$ cat src/khs_pkg.sv
// ----------------------------------------------------------------------------
// khs_pkg
// Shared types, widths and constants of the k-mer hash scan block.
// ----------------------------------------------------------------------------
package khs_pkg;

    localparam int KMER_LEN    = 8;
    localparam int TABLE_DEPTH = 65536;
    localparam int ADDR_W      = $clog2(TABLE_DEPTH);
    localparam int CNT_W       = ADDR_W + 1;
    localparam int CFG_W       = 17;
    localparam int KEY_W       = 35;
    localparam int SYM_W       = 5;
    localparam int POS_W       = 20;
    localparam int SLOT_W      = 16;
    localparam int BIT_CNT_W   = $clog2(KEY_W);
    localparam int RUN_W       = $clog2(KMER_LEN + 1);

    localparam logic [POS_W-1:0] POS_MAX    = {POS_W{1'b1}};
    localparam logic [SYM_W-1:0] SYM_AMBIG  = 5'd20;
    localparam logic [SYM_W-1:0] RADIX      = 5'd20;

    // Commands.
    localparam logic [1:0] CMD_INSERT = 2'd0;
    localparam logic [1:0] CMD_SYMBOL = 2'd1;
    localparam logic [1:0] CMD_NEWSEQ = 2'd2;

    // Result status codes.
    localparam logic [1:0] ST_STORED  = 2'd0;
    localparam logic [1:0] ST_REFUSED = 2'd1;
    localparam logic [1:0] ST_HIT     = 2'd2;

    // Power of 20, evaluated on constants at elaboration.
    function automatic logic [KEY_W-1:0] pow20(input int n);
        logic [KEY_W-1:0] v;
        v = KEY_W'(1);
        for (int i = 0; i < n; i++) begin
            v = KEY_W'(v * KEY_W'(20));
        end
        return v;
    endfunction

    localparam logic [KEY_W-1:0] TOP_WEIGHT = pow20(KMER_LEN - 1);

    typedef struct packed {
        logic [15:0] end_offset;
        logic [19:0] function_id;
        logic [19:0] group_id;
        logic [15:0] weight;
    } khs_payload_t;

    typedef struct packed {
        logic             valid;
        logic [KEY_W-1:0] key;
        khs_payload_t     payload;
    } khs_slot_t;

    typedef struct packed {
        logic             is_insert;
        logic [KEY_W-1:0] key;
        khs_payload_t     payload;
        logic [POS_W-1:0] position;
    } khs_job_t;

endpackage

$ cat src/khs_front.sv
// ----------------------------------------------------------------------------
// khs_front
// Accepts items, keeps the rolling k-mer window and issues table jobs.
// ----------------------------------------------------------------------------
module khs_front
    import khs_pkg::*;
(
    input  logic             aclk,
    input  logic             aresetn,
    input  logic             hold,
    input  logic             s_valid,
    output logic             s_ready,
    input  logic [1:0]       s_command,
    input  logic [SYM_W-1:0] s_symbol,
    input  logic [KEY_W-1:0] s_key,
    input  khs_payload_t     s_payload,
    output logic             job_valid,
    input  logic             job_ready,
    output khs_job_t         job,
    output logic             busy
);

    localparam logic [1:0] F_IDLE  = 2'd0;
    localparam logic [1:0] F_SHIFT = 2'd1;
    localparam logic [1:0] F_PUSH  = 2'd2;

    logic [1:0]       state_reg;
    logic [SYM_W-1:0] dig_reg [KMER_LEN];
    logic [KEY_W-1:0] win_reg;
    logic [KEY_W-1:0] reduced_reg;
    logic [SYM_W-1:0] sym_reg;
    logic [RUN_W-1:0] run_reg;
    logic [POS_W-1:0] pos_reg;
    logic [POS_W-1:0] cur_reg;
    khs_job_t         job_reg;
    logic             accept;
    logic [KEY_W-1:0] top_part;
    logic [KEY_W-1:0] win_next;
    logic [RUN_W-1:0] run_next;
    logic [POS_W-1:0] start_pos;

    assign s_ready   = (state_reg == F_IDLE) && !hold;
    assign accept    = s_valid && s_ready;
    assign job_valid = (state_reg == F_PUSH);
    assign job       = job_reg;
    assign busy      = (state_reg != F_IDLE);

    // Weight of the digit that leaves the window, and the shifted key.
    assign top_part = KEY_W'(dig_reg[KMER_LEN-1] * TOP_WEIGHT);
    assign win_next = KEY_W'({reduced_reg, 4'b0} + {reduced_reg, 2'b0})
                      + KEY_W'(sym_reg);
    assign run_next = (run_reg < RUN_W'(KMER_LEN)) ? run_reg + RUN_W'(1) : run_reg;
    assign start_pos = (cur_reg >= POS_MAX) ? POS_MAX
                                            : cur_reg - POS_W'(KMER_LEN - 1);

    // Window state, position and job sequencing.
    always_ff @(posedge aclk) begin
        if (!aresetn) begin
            state_reg <= F_IDLE;
            win_reg   <= '0;
            run_reg   <= '0;
            pos_reg   <= '0;
            for (int i = 0; i < KMER_LEN; i++) begin
                dig_reg[i] <= '0;
            end
        end else begin
            unique case (state_reg)
                F_IDLE: begin
                    if (accept) begin
                        case (s_command)
                            CMD_INSERT: begin
                                job_reg.is_insert <= 1'b1;
                                job_reg.key       <= s_key;
                                job_reg.payload   <= s_payload;
                                job_reg.position  <= '0;
                                state_reg         <= F_PUSH;
                            end
                            CMD_SYMBOL: begin
                                cur_reg <= pos_reg;
                                if (pos_reg < POS_MAX) begin
                                    pos_reg <= pos_reg + POS_W'(1);
                                end
                                if (s_symbol >= SYM_AMBIG) begin
                                    win_reg <= '0;
                                    run_reg <= '0;
                                    for (int i = 0; i < KMER_LEN; i++) begin
                                        dig_reg[i] <= '0;
                                    end
                                end else begin
                                    reduced_reg <= win_reg - top_part;
                                    sym_reg     <= s_symbol;
                                    state_reg   <= F_SHIFT;
                                end
                            end
                            CMD_NEWSEQ: begin
                                win_reg <= '0;
                                run_reg <= '0;
                                pos_reg <= '0;
                                for (int i = 0; i < KMER_LEN; i++) begin
                                    dig_reg[i] <= '0;
                                end
                            end
                            default: begin
                            end
                        endcase
                    end
                end
                F_SHIFT: begin
                    win_reg    <= win_next;
                    run_reg    <= run_next;
                    dig_reg[0] <= sym_reg;
                    for (int i = 1; i < KMER_LEN; i++) begin
                        dig_reg[i] <= dig_reg[i-1];
                    end
                    job_reg.is_insert <= 1'b0;
                    job_reg.key       <= win_next;
                    job_reg.payload   <= '0;
                    job_reg.position  <= start_pos;
                    state_reg <= (run_next == RUN_W'(KMER_LEN)) ? F_PUSH : F_IDLE;
                end
                F_PUSH: begin
                    if (job_ready) begin
                        state_reg <= F_IDLE;
                    end
                end
                default: begin
                    state_reg <= F_IDLE;
                end
            endcase
        end
    end

endmodule

$ cat config.mk
export PLATFORM = sky130hd
export DESIGN_NAME = khs_front
export DESIGN_NICKNAME = d
export VERILOG_FILES = /design/src/khs_pkg.sv /design/src/khs_front.sv
export SDC_FILE = /design/constraint.sdc
export NUM_CORES = 1
export LEC_CHECK = 0
export ABC_AREA = 1
export BUFFER_PORTS_ARGS = -buffer_cell sky130_fd_sc_hd__clkbuf_2
export CAP_MARGIN = 20
export CELL_PAD_IN_SITES_DETAIL_PLACEMENT = 2
export CELL_PAD_IN_SITES_GLOBAL_PLACEMENT = 2
export CORE_ASPECT_RATIO = 0.7
export CORE_MARGIN = 4
export CORE_UTILIZATION = 31
export CTS_CLUSTER_SIZE = 24
export DETAILED_ROUTE_END_ITERATION = 8
export GPL_TIMING_DRIVEN = 0
export PLACE_DENSITY = 0.82
export SYNTH_ARGS = -nofsm -noshare
export SYNTH_HDL_FRONTEND = slang
export SYNTH_SLANG_ARGS = --single-unit
$ cat constraint.sdc
create_clock -name aclk -period 8.4 [get_ports aclk]
set_clock_uncertainty 0.1 [all_clocks]
set_input_delay 0.42 -clock aclk [delete_from_list [all_inputs] [get_ports aclk]]
set_output_delay 0.42 -clock aclk [all_outputs]
set_load 0.01 [all_outputs]
==> key figures <==
STA
  • Worst-Margin Slew: 1.02 ns
  • Final min period: between 4 and 5 ns
  • Setup violators final: 0
  • Final hold vios: 0
  • Final Cycle Share: 59.2%
  • Max-slew violations: 0
  • Max Clk Rate: 0.201 GHz
  • RSZ-0062 raised after global routing: no
  • Slew Limit Headroom: roughly 32%

Synth
  • Synth Flop Type: edfxtp_1
  • Synth warn: 0
  • Synth Cell Area: 16,000 um^2
  • Synthesized instance count: 1,865
  • #FFs+latches synth: 285
  • Average size of a mapped cell: 8.55 um^2
  • Seq/Total Area, Yosys: 49.6%
  • Yosys cell types: between 40 and 50
  • Post-synth ARST share: 0%
  • Number of synthesized flops with an enable pin: 221
  • Mapped Nets: 2,113

Clock network
  • Skew-Pair Late Insertion Delay: 0.57 ns
  • CTS H-tree lvls: 1
  • CTS clk-pin slew, worst paths: 0.07 ns
  • Clock root cell: clkbuf_16
  • CTS tree: yes
  • Clock sinks: 285
  • Clock Path Buffers: 3
  • Num CTS Buffers: 30

Power
  • Power, Total: around 3.3 mW
  • P_leak: 9.01 nW
  • Pwr dens: 171 nW/um^2
  • Max IR drop VDD: approximately 160 uV

Global route
  • Overall routing resource usage: 20.8%
  • Antenna violations before repair: 0
  • First-pass GRT wire length: 90.8 mm
  • Pin count of the biggest net entering global routing: 33
  • Vias in the first global route: 15,700
  • Overflow after GRT: 0

Detailed routing
  • TritonRoute pass-1 iters: 5
  • Post-route antenna net violation count: 0
  • 1st-iter DRT viols: 792
  • DRC violations left: 0
  • Wire per inst: 20.5 um
  • WL final: 58.6 mm
  • Routed vias/inst: 4.93
  • Via count: 14,100

Min path
  • Worst min-delay path category: primary input to register

Setup path
  • Cell breakdown of the critical path: inv_1 -> ha_1 -> fa_1 -> inv_1 -> ha_1 -> ha_1 -> a21oi_1 -> nand2_1 -> a21boi_0 -> o21ai_0 -> nor2_1 -> nor2_1 -> xnor2_1 -> ha_1 -> a21oi_1 -> o21ai_0 -> nor2_1 -> nand2_1 -> xor2_1
  • Worst reg2reg path depth: 19
  • Worst path slowest cell: edfxtp_1
  • CP max FO: 7
  • Worst path required time: 8.61 ns
  • Reg-to-reg startpoint: dig_reg[1][18]
  • Critical path destination: reduced_reg[30]
  • Worst r2r dst: reduced_reg[30]
  • Most used cell, CP: ha_1
  • CP endpoint kind: register
  • Setup crit start: dig_reg[1][18]
  • Crit Path Class: register to register
  • Worst path max stage delay: 0.53 ns
  • WP data arrival: 5.18 ns
  • Reg2Reg Setup Slack: 3.43 ns
  • Startpoint Class: register

Outcome
  • Status: finished, final reports clean

Finish
  • Area grow syn2layout: 20.9%
  • Share of cells above drive strength 1: 15.2%
  • Max FFs per register: 128
  • Antenna diodes: 0
  • Design Area, Final: slightly below 20,000 um^2
  • # nets final: 2,414

Place
  • Routability cong.: between 0.8 and 0.9
  • Placed cell areas: 18,200 um^2
  • Post-DP HPWL: 47.4 mm
  • Port bufs: 248

Die
  • Width of the die: 279 um
  • Die Footprint: 55,200 um^2
  • Core footprint: 50,900 um^2
  • I/O Pins: 250
  • Die height: 198 um
  • Std-Cell Rows: 69
  • Initial core utilization: 31.4%

Run
  • Max Cap Viol: 0
critical path: cells and delay by family, from the launching register on:
kind / cells / cell delay, ns
AO/OA/AOI/OAI: 5 / 1.19
XOR/XNOR: 2 / 0.30
adder cells (fa/ha/maj): 5 / 1.91
buffers and inverters: 2 / 0.12
flip-flops: 1 / 0.53
AND/OR/NAND/NOR: 5 / 0.55
worst min-delay path by stage:
stage,startpoint,end,slack (ns),cells past startpoint
global placement,win_reg[13],reduced_reg[13],0.31,0
CTS,s_key[30],job[122],0.005,3
global route,s_key[19],job[111],0.03,3
finish,s_key[3],job[95],0.03,3
detailed placement,win_reg[5],reduced_reg[5],0.32,0
floorplan,win_reg[10],reduced_reg[10],0.31,0
through the flow:
step | TNS (ns) | hold WS (ns) | worst slack [ns] | std cells | utilization (%)
after floorplan | 0 | 0.309 | 0.389 | 1865 | -
after global placement | -461.87 | 0.313 | -3.64 | 2787 | 35.5
after detailed placement | 0 | 0.318 | 3.46 | 2798 | 35.8
after CTS | 0 | 0.00485 | 3.44 | 2864 | 37.9
after global routing | 0 | 0.0283 | 3.08 | 2864 | 37.9
final | 0 | 0.0312 | 3.43 | 2864 | 37.9
report_power, final:
part,switching [mW],leakage [nW],internal [mW],total [mW]
Combinational,0.266,5.98,0.145,0.411
Sequential,0.0179,2.57,1.55,1.57
Clock,0.567,0.462,0.753,1.32
cell families after synthesis:
logic type / count (synthesis) / share of synthesized area, %
simple gates: 875 / 22.8
buf+inv: 337 / 8.21
flops: 285 / 49.6
compound gates: 199 / 6.67
fa+ha+maj: 129 / 10.4
xor+xnor: 39 / 2.14
mux: 1 / 0.0628
routing by layer:
metal	track usage (%)	wire (um)	up-vias
met4	4.26	1230	0
met3	1.94	2030	68
li1	-	-	6690
met2	35.4	27000	283
met5	0	0	-
met1	29.0	28300	7077
cell usage after synthesis, types with 9 or more instances:
cell	count	area (um^2)
nor2_1	231	867
xnor2_1	13	114
clkbuf_1	16	60.1
edfxtp_1	221	6640
xor2_1	26	228
nor3_1	18	90.1
nand3_1	98	490
o21bai_1	9	67.6
a21oi_1	105	526
dfxtp_1	64	1280
o21ai_0	57	285
inv_1	298	1120
ha_1	122	1530
nand4_1	36	225
nand2_1	462	1730
nand3b_1	9	67.6
cell usage in the layout (no fill, tap or decap), types with 10 or more instances in the layout:
| cell | n |
|---|---|
| xor2_1 | 26 |
| dlygate4sd3_1 | 10 |
| clkbuf_2 | 248 |
| xnor2_1 | 13 |
| nand4_1 | 36 |
| o21ai_0 | 57 |
| nor3_1 | 17 |
| clkbuf_16 | 31 |
| ha_1 | 122 |
| inv_1 | 298 |
| edfxtp_1 | 221 |
| nand3_1 | 98 |
| a21oi_1 | 104 |
| nor2_1 | 231 |
| nand2_1 | 462 |
| dfxtp_1 | 64 |
| clkbuf_1 | 30 |
layout make-up:
class                      count  area [um^2]
inverter                     304         1140
clock buffer                  50          897
sequential                   285         7920
timing repair buffer         269         1510
multi-input combinational   1243         6750
clock inverter                 6         56.3
tap                          674          843
fill                        5757        31600
buffer                        33          166
timing repair:
item | in CTS | in global routing
resized for setup | 0 | 0
buffers inserted | 0 | 0
hold endpoints to repair | 10 | 0
hold buffers | 10 | 0
Note: power is estimated with default switching activity, not from simulation.
