--- src/khs_pkg.sv ---
// ----------------------------------------------------------------------------
// khs_pkg
// Shared types, widths and constants of the k-mer hash scan block.
// ----------------------------------------------------------------------------
package khs_pkg;

    localparam int KMER_LEN    = 8;
    localparam int TABLE_DEPTH = 65536;
    localparam int ADDR_W      = $clog2(TABLE_DEPTH);
    localparam int CNT_W       = ADDR_W + 1;
    localparam int CFG_W       = 17;
    localparam int KEY_W       = 35;
    localparam int SYM_W       = 5;
    localparam int POS_W       = 20;
    localparam int SLOT_W      = 16;
    localparam int BIT_CNT_W   = $clog2(KEY_W);
    localparam int RUN_W       = $clog2(KMER_LEN + 1);

    localparam logic [POS_W-1:0] POS_MAX    = {POS_W{1'b1}};
    localparam logic [SYM_W-1:0] SYM_AMBIG  = 5'd20;
    localparam logic [SYM_W-1:0] RADIX      = 5'd20;

    // Commands.
    localparam logic [1:0] CMD_INSERT = 2'd0;
    localparam logic [1:0] CMD_SYMBOL = 2'd1;
    localparam logic [1:0] CMD_NEWSEQ = 2'd2;

    // Result status codes.
    localparam logic [1:0] ST_STORED  = 2'd0;
    localparam logic [1:0] ST_REFUSED = 2'd1;
    localparam logic [1:0] ST_HIT     = 2'd2;

    // Power of 20, evaluated on constants at elaboration.
    function automatic logic [KEY_W-1:0] pow20(input int n);
        logic [KEY_W-1:0] v;
        v = KEY_W'(1);
        for (int i = 0; i < n; i++) begin
            v = KEY_W'(v * KEY_W'(20));
        end
        return v;
    endfunction

    localparam logic [KEY_W-1:0] TOP_WEIGHT = pow20(KMER_LEN - 1);

    typedef struct packed {
        logic [15:0] end_offset;
        logic [19:0] function_id;
        logic [19:0] group_id;
        logic [15:0] weight;
    } khs_payload_t;

    typedef struct packed {
        logic             valid;
        logic [KEY_W-1:0] key;
        khs_payload_t     payload;
    } khs_slot_t;

    typedef struct packed {
        logic             is_insert;
        logic [KEY_W-1:0] key;
        khs_payload_t     payload;
        logic [POS_W-1:0] position;
    } khs_job_t;

endpackage

--- src/khs_queue.sv ---
// ----------------------------------------------------------------------------
// khs_queue
// Two-entry job queue between the front and back parts.
// ----------------------------------------------------------------------------
module khs_queue
    import khs_pkg::*;
(
    input  logic     aclk,
    input  logic     aresetn,
    input  logic     in_valid,
    output logic     in_ready,
    input  khs_job_t in_job,
    output logic     out_valid,
    input  logic     out_ready,
    output khs_job_t out_job
);

    khs_job_t   buf_reg [2];
    logic       wr_ptr_reg, rd_ptr_reg;
    logic [1:0] count_reg;
    logic       push, pop;

    assign in_ready  = (count_reg != 2'd2);
    assign out_valid = (count_reg != 2'd0);
    assign out_job   = buf_reg[rd_ptr_reg];
    assign push      = in_valid && in_ready;
    assign pop       = out_valid && out_ready;

    // Storage, written at the write pointer.
    always_ff @(posedge aclk) begin
        if (push) begin
            buf_reg[wr_ptr_reg] <= in_job;
        end
    end

    // Pointers and fill level.
    always_ff @(posedge aclk) begin
        if (!aresetn) begin
            wr_ptr_reg <= 1'b0;
            rd_ptr_reg <= 1'b0;
            count_reg  <= 2'd0;
        end else begin
            if (push) begin
                wr_ptr_reg <= ~wr_ptr_reg;
            end
            if (pop) begin
                rd_ptr_reg <= ~rd_ptr_reg;
            end
            if (push && !pop) begin
                count_reg <= count_reg + 2'd1;
            end else if (pop && !push) begin
                count_reg <= count_reg - 2'd1;
            end
        end
    end

endmodule

--- config.mk ---
export PLATFORM = sky130hd
export DESIGN_NAME = khs_queue
export DESIGN_NICKNAME = d
export VERILOG_FILES = /design/src/khs_pkg.sv /design/src/khs_queue.sv
export SDC_FILE = /design/constraint.sdc
export NUM_CORES = 1
export LEC_CHECK = 0
export CAP_MARGIN = 15
export CELL_PAD_IN_SITES_DETAIL_PLACEMENT = 2
export CELL_PAD_IN_SITES_GLOBAL_PLACEMENT = 2
export CORE_ASPECT_RATIO = 1.25
export CORE_UTILIZATION = 46
export DETAILED_ROUTE_END_ITERATION = 8
export DONT_BUFFER_PORTS = 1
export PLACE_DENSITY = 0.76
export RECOVER_POWER = 25
export SLEW_MARGIN = 10
export SYNTH_ARGS = -nofsm -noshare
export SYNTH_HDL_FRONTEND = slang
export SYNTH_SLANG_ARGS = --single-unit
--- constraint.sdc ---
create_clock -name aclk -period 4.8 [get_ports aclk]
set_input_delay 0.72 -clock aclk [delete_from_list [all_inputs] [get_ports aclk]]
set_output_delay 0.72 -clock aclk [all_outputs]
set_load 0.1 [all_outputs]
==> impl_metrics.tcl, run 1 <==
set metrics [dict create \
    fillers 1780 \
    syn_area_mm2 0.00951 \
    setup_viol 0 \
    clk_pin_slew_ps 60 \
    grt_pass1_vias 4529 \
    synth_cell_types 20 \
    crit_fanout 71 \
    gp_congestion 0.743 \
    hold_buffers 0 \
    fin_util 0.523 \
    tns_ps 0 \
    largest_reg_flops 256 \
    cts_tree "yes" \
    multi_input_area_mm2 0.00159 \
    grt_max_degree 74 \
    clk_latency_ps 520 \
    dr_total_vias 3975 \
    hold_ws_ps 293 \
    postCtsSetupRepairBufs 0 \
    yosys_warnings 0 \
    timing.final.crit_share 0.666 \
    dr.pass1.iters 4 \
    mostFrequentLayoutCell "edfxtp_1" \
    hold_path_class "in2reg" \
    hpwlAfterDp_mm 14.4 \
    core_mm2 0.0202 \
    nNetsFinal 574 \
    run_status "finished, final reports clean" \
    n_antenna_cell 0 \
    crit_type "reg2out" \
    area_delta_synth_final_pct 11.0 \
    slowest_stage "dfxtp_4" \
    cts.htree.levels 1 \
    fmax_mhz 313 \
    cts_resized 0 \
    arrival_ps 2480 \
    crit_family "flip-flops" \
    relSlewSlack 0.297 \
    max_stage_delay_ps 850 \
    die_h_um 163 \
    dieArea_mm2 0.0213 \
    fin_skew_ps 11.0 \
    die_w_um 131 \
    hold_viol_final 0 \
    seq_area_frac_synth 0.819 \
    yosysTopAreaCellShare 0.808 \
    clock_sinks 261 \
    start_kind "flip-flop" \
    drt-initial-drc-count 268 \
    rsz0062_at_grt "no" \
    seq_area_mm2 0.00779 \
    synth_seq_cells 261 \
    avgViaCountPerCell 5.47 \
    max_cap_viol_count 0 \
    syn-num-nets 555 \
    antenna_found_initial 0 \
    synth_area_leaders "edfxtp_1, mux2_2, buf_6, dfxtp_1, buf_4" \
    grt_pass1_wl_mm 30.6 \
    io_pins 262 \
    crit_end "out_job[49]" \
    cp.required_ps 4080 \
    r2r_start "count_reg[0]$_SDFFE_PN0P_" \
    maxSlewViolCount 0 \
    reg2reg_depth 4 \
    num_rows 58 \
    ff2ff_setup_slack_ps 2110 \
    layout_common_cells "edfxtp_1, mux2_2, clkbuf_16" \
    cp.depth 2 \
    drc 0 \
    cts_buffers 27 \
    cts_buffer_depth 3 \
    critPathBufInv 1 \
    root_buffer "clkbuf_16" \
    avgRoutedWirePerCell_um 30.7 \
    crit_chain "buf_12 > mux2_2" \
    syn_area_per_cell_um2 22.5 \
    grt_use_total 0.207 \
    netlist_instances 422 \
    r2r_end "buf_reg[0][13]$_DFFE_PP_" \
    wirelength_mm 22.3 \
    drive_gt1_frac 0.370 \
    start_util 0.472 \
    port_buffers 0 \
    worstSetupEndpointType "primary output" \
    gr-total-overflow 0 \
    postRouteAntennaNets 0 \
    period_minus_slack_ps 3200 \
    worst_pin_slew_ps 1050 \
    yosys.area.top_type "edfxtp_1" \
]
-- worst reg2reg max path, cell delays in order, from the launching register on --
cell,delay [ps]
dfxtp_1,420
nand2b_4,380
nand3b_1,200
inv_4,750
buf_4,570
-- through the flow --
step | std cells | worst slack, ps | instance area (µm²)
floorplan | 422 | 497 | 9510
global placement | 682 | 2140 | 9780
detailed placement | 682 | 2020 | 9780
CTS | 727 | 1540 | 10600
global route | 727 | 1490 | 10600
finish | 727 | 1600 | 10600
-- routing by layer --
metal,GRT usage,vias up,wire [µm]
met1,0.184,2025,6740
met4,0.0768,0,617
met2,0.407,198,12700
met3,0.0782,40,2300
li1,-,1712,-
met5,0,-,0
-- layout make-up --
| class | instances | area share |
|---|---|---|
| Inverter | 1 | 0.000593 |
| Timing Repair Buffer | 4 | 0.00521 |
| Multi-Input combinational cell | 146 | 0.150 |
| Clock inverter | 6 | 0.00486 |
| Clock buffer | 39 | 0.0692 |
| Tap cell | 270 | 0.0320 |
| Sequential cell | 261 | 0.738 |
-- cells in the mapped netlist --
cell type	instances
edfxtp_1	256
mux2_2	128
buf_6	10
dfxtp_1	5
and2_1	4
buf_4	4
xnor2_1	2
a21bo_2	1
a21boi_0	1
a21boi_1	1
and3_1	1
ha_1	1
inv_1	1
nand2b_4	1
nand3b_1	1
o21ai_0	1
o21ai_1	1
or2_2	1
or3_1	1
xor2_1	1
-- worst min-delay path by stage --
stage	from	to	slack, ps	cells past startpoint
floorplan	count_reg[1]$_SDFFE_PN0P_	count_reg[1]$_SDFFE_PN0P_	510	2
global placement	count_reg[1]$_SDFFE_PN0P_	count_reg[1]$_SDFFE_PN0P_	530	2
detailed placement	count_reg[1]$_SDFFE_PN0P_	count_reg[1]$_SDFFE_PN0P_	570	2
CTS	in_job[27]	buf_reg[1][27]$_DFFE_PP_	270	0
global route	in_job[22]	buf_reg[0][22]$_DFFE_PP_	270	0
finish	in_job[15]	buf_reg[0][15]$_DFFE_PP_	290	0
-- cells by family (layout without fill, tap and decap cells) --
group,Yosys count,after routing,synth area share
flip-flops,261,261,0.819
multiplexers,128,128,0.151
buffers and inverters,15,50,0.0154
AND/OR/NAND/NOR,9,9,0.00684
AO/OA/AOI/OAI,5,5,0.00368
XOR/XNOR,3,3,0.00276
adder cells (fa/ha/maj),1,1,0.00131
Power of run 1 is not shown: default switching activity piles up to over one toggle a cycle in this logic, so the estimate is an artifact.
==> inputs of run 2 (changes only) <==
--- a/config.mk
+++ b/config.mk
@@ -9,10 +9,10 @@
 export CELL_PAD_IN_SITES_DETAIL_PLACEMENT = 2
 export CELL_PAD_IN_SITES_GLOBAL_PLACEMENT = 2
 export CORE_ASPECT_RATIO = 1.25
-export CORE_UTILIZATION = 46
+export CORE_UTILIZATION = 41
 export DETAILED_ROUTE_END_ITERATION = 8
 export DONT_BUFFER_PORTS = 1
-export PLACE_DENSITY = 0.76
+export PLACE_DENSITY = 0.72
 export RECOVER_POWER = 25
 export SLEW_MARGIN = 10
 export SYNTH_ARGS = -nofsm -noshare
==> constraint.sdc (replaced) <==
create_clock -name aclk -period 2.7 [get_ports aclk]
set_input_delay 0.405 -clock aclk [delete_from_list [all_inputs] [get_ports aclk]]
set_output_delay 0.405 -clock aclk [all_outputs]
set_load 0.1 [all_outputs]
==> impl_metrics.tcl, run 2 (synthesis gave the netlist of run 1 again) <==
set metrics [dict create \
    max_cap_viol_count 0 \
    cts_resized 0 \
    antenna_found_initial 1 \
    hold_path_class "in2reg" \
    worst_pin_slew_ps 623 \
    fmax_mhz 433 \
    hold_ws_ps 34.4 \
    fillers 1924 \
    cts_buffers 26 \
    run_status "finished with violations" \
    dr.pass1.iters 7 \
    cp.required_ps 2300 \
    period_minus_slack_ps 2310 \
    peakVddDrop_mv 0.537 \
    clk_latency_ps 530 \
    hp-start "aresetn" \
    grt_pass1_vias 5174 \
    layout_common_cells "edfxtp_1, dlygate4sd3_1, mux2_2" \
    postLayoutCellArea_mm2 0.0119 \
    ff2ff_setup_slack_ps 670 \
    postCtsSetupRepairBufs 0 \
    drt-initial-drc-count 263 \
    worstSetupEndpointType "primary output" \
    reg2reg_depth 4 \
    hpwlAfterDp_mm 13.7 \
    mostFrequentLayoutCell "edfxtp_1" \
    cts.htree.levels 1 \
    fin_ws_ps 392 \
    die_w_um 138 \
    hold_path_end "count_reg[1]$_SDFFE_PN0P_" \
    hold_buffers 129 \
    start_kind "flip-flop" \
    crit_type "reg2out" \
    pwr_density_cell_mw_per_mm2 1260 \
    wirelength_mm 23.2 \
    grt_use_total 0.193 \
    area_delta_synth_final_pct 25.0 \
    gr-total-overflow 0 \
    dieArea_mm2 0.0238 \
    largest_reg_flops 256 \
    avgViaCountPerCell 5.10 \
    cts_buffer_depth 3 \
    dr_total_vias 4435 \
    relSlewSlack 0.585 \
    arrival_ps 1900 \
    power_w 0.0150 \
    fin_skew_ps 12.0 \
    postRouteAntennaNets 0 \
    gp_congestion 0.715 \
    crit_fanout 63 \
    port_buffers 0 \
    hold_depth 1 \
    start_util 0.423 \
    hold_viol_final 0 \
    postPlaceCellArea_mm2 0.00985 \
    rsz0062_at_grt "no" \
    avgRoutedWirePerCell_um 26.7 \
    maxSlewViolCount 0 \
    num_rows 61 \
    timing.final.crit_share 0.855 \
    io_pins 262 \
    drc 56 \
    clk_pin_slew_ps 60 \
    setup_viol 0 \
    cts_tree "yes" \
    pre_cts_slack_ps 700 \
    grt_max_degree 109 \
    violations "DRC" \
    root_buffer "clkbuf_16" \
    p_leak_nw 3.90 \
    die_h_um 172 \
    clock_sinks 261 \
    r2r_start "count_reg[0]$_SDFFE_PN0P_" \
    core_mm2 0.0225 \
    drive_gt1_frac 0.291 \
    nNetsFinal 704 \
    grt_pass1_wl_mm 33.4 \
    r2r_end "buf_reg[0][67]$_DFFE_PP_" \
]
## run 2: cell count changes in the layout (fill, tap and decap cells not counted), moves of 2 or more
cell and delta:
diode_2 +2, buf_12 +3, clkbuf_1 -5, dlygate4sd3_1 +129, clkinv_1 +3
## run 2: per-stage QoR
step	instances	setup TNS (ps)	util
floorplan	422	-69190	-
finish	869	0	0.528
global route	868	0	0.528
detailed placement	697	0	0.437
CTS	867	0	0.528
global placement	697	0	0.437
## run 2: report_power, final
part	internal, W	total [W]	switching, W	leakage [nW]
combinational	0.000944	0.00650	0.00555	1.11
clock	0.00184	0.00328	0.00143	0.362
sequential	0.00507	0.00524	0.000169	2.43
total	0.00786	0.0150	0.00716	3.90
## run 2: routing by layer
metal,wire length (µm),up-vias,GRT usage
met5,0,-,0
met4,482,0,0.0606
met3,1230,32,0.0382
met2,13900,159,0.404
met1,7550,2266,0.187
li1,-,1978,-
## run 2: area by class of cell
type                            count  area (µm²)  share of cell area
Antenna cell                        2        5.00            0.000421
Clock inverter                      9        73.8             0.00621
Clock buffer                       32         673              0.0566
Tap cell                          283         354              0.0298
Timing Repair Buffer              135        1400               0.118
Sequential cell                   261        7790               0.655
Inverter                            1        7.51            0.000631
Multi-Input combinational cell    146        1590               0.133
## run 2: worst max path at each step
stage / startpoint / to / slack (ps) / cells past startpoint
floorplan: count_reg[0]$_SDFFE_PN0P_ / buf_reg[0][0]$_DFFE_PP_ / -440 / 3
global placement: count_reg[0]$_SDFFE_PN0P_ / buf_reg[0][65]$_DFFE_PP_ / 770 / 4
detailed placement: count_reg[0]$_SDFFE_PN0P_ / buf_reg[0][64]$_DFFE_PP_ / 700 / 4
CTS: flip-flop / out_job[49] / 380 / 2
global route: flip-flop / out_job[31] / 340 / 2
finish: flip-flop / out_job[31] / 390 / 2
## run 2: critical path, stage by stage, from the launching register on
cell and delay [ps]:
dfxtp_4 370, buf_12 290, mux2_2 620
(Power assumes the default switching activity.)
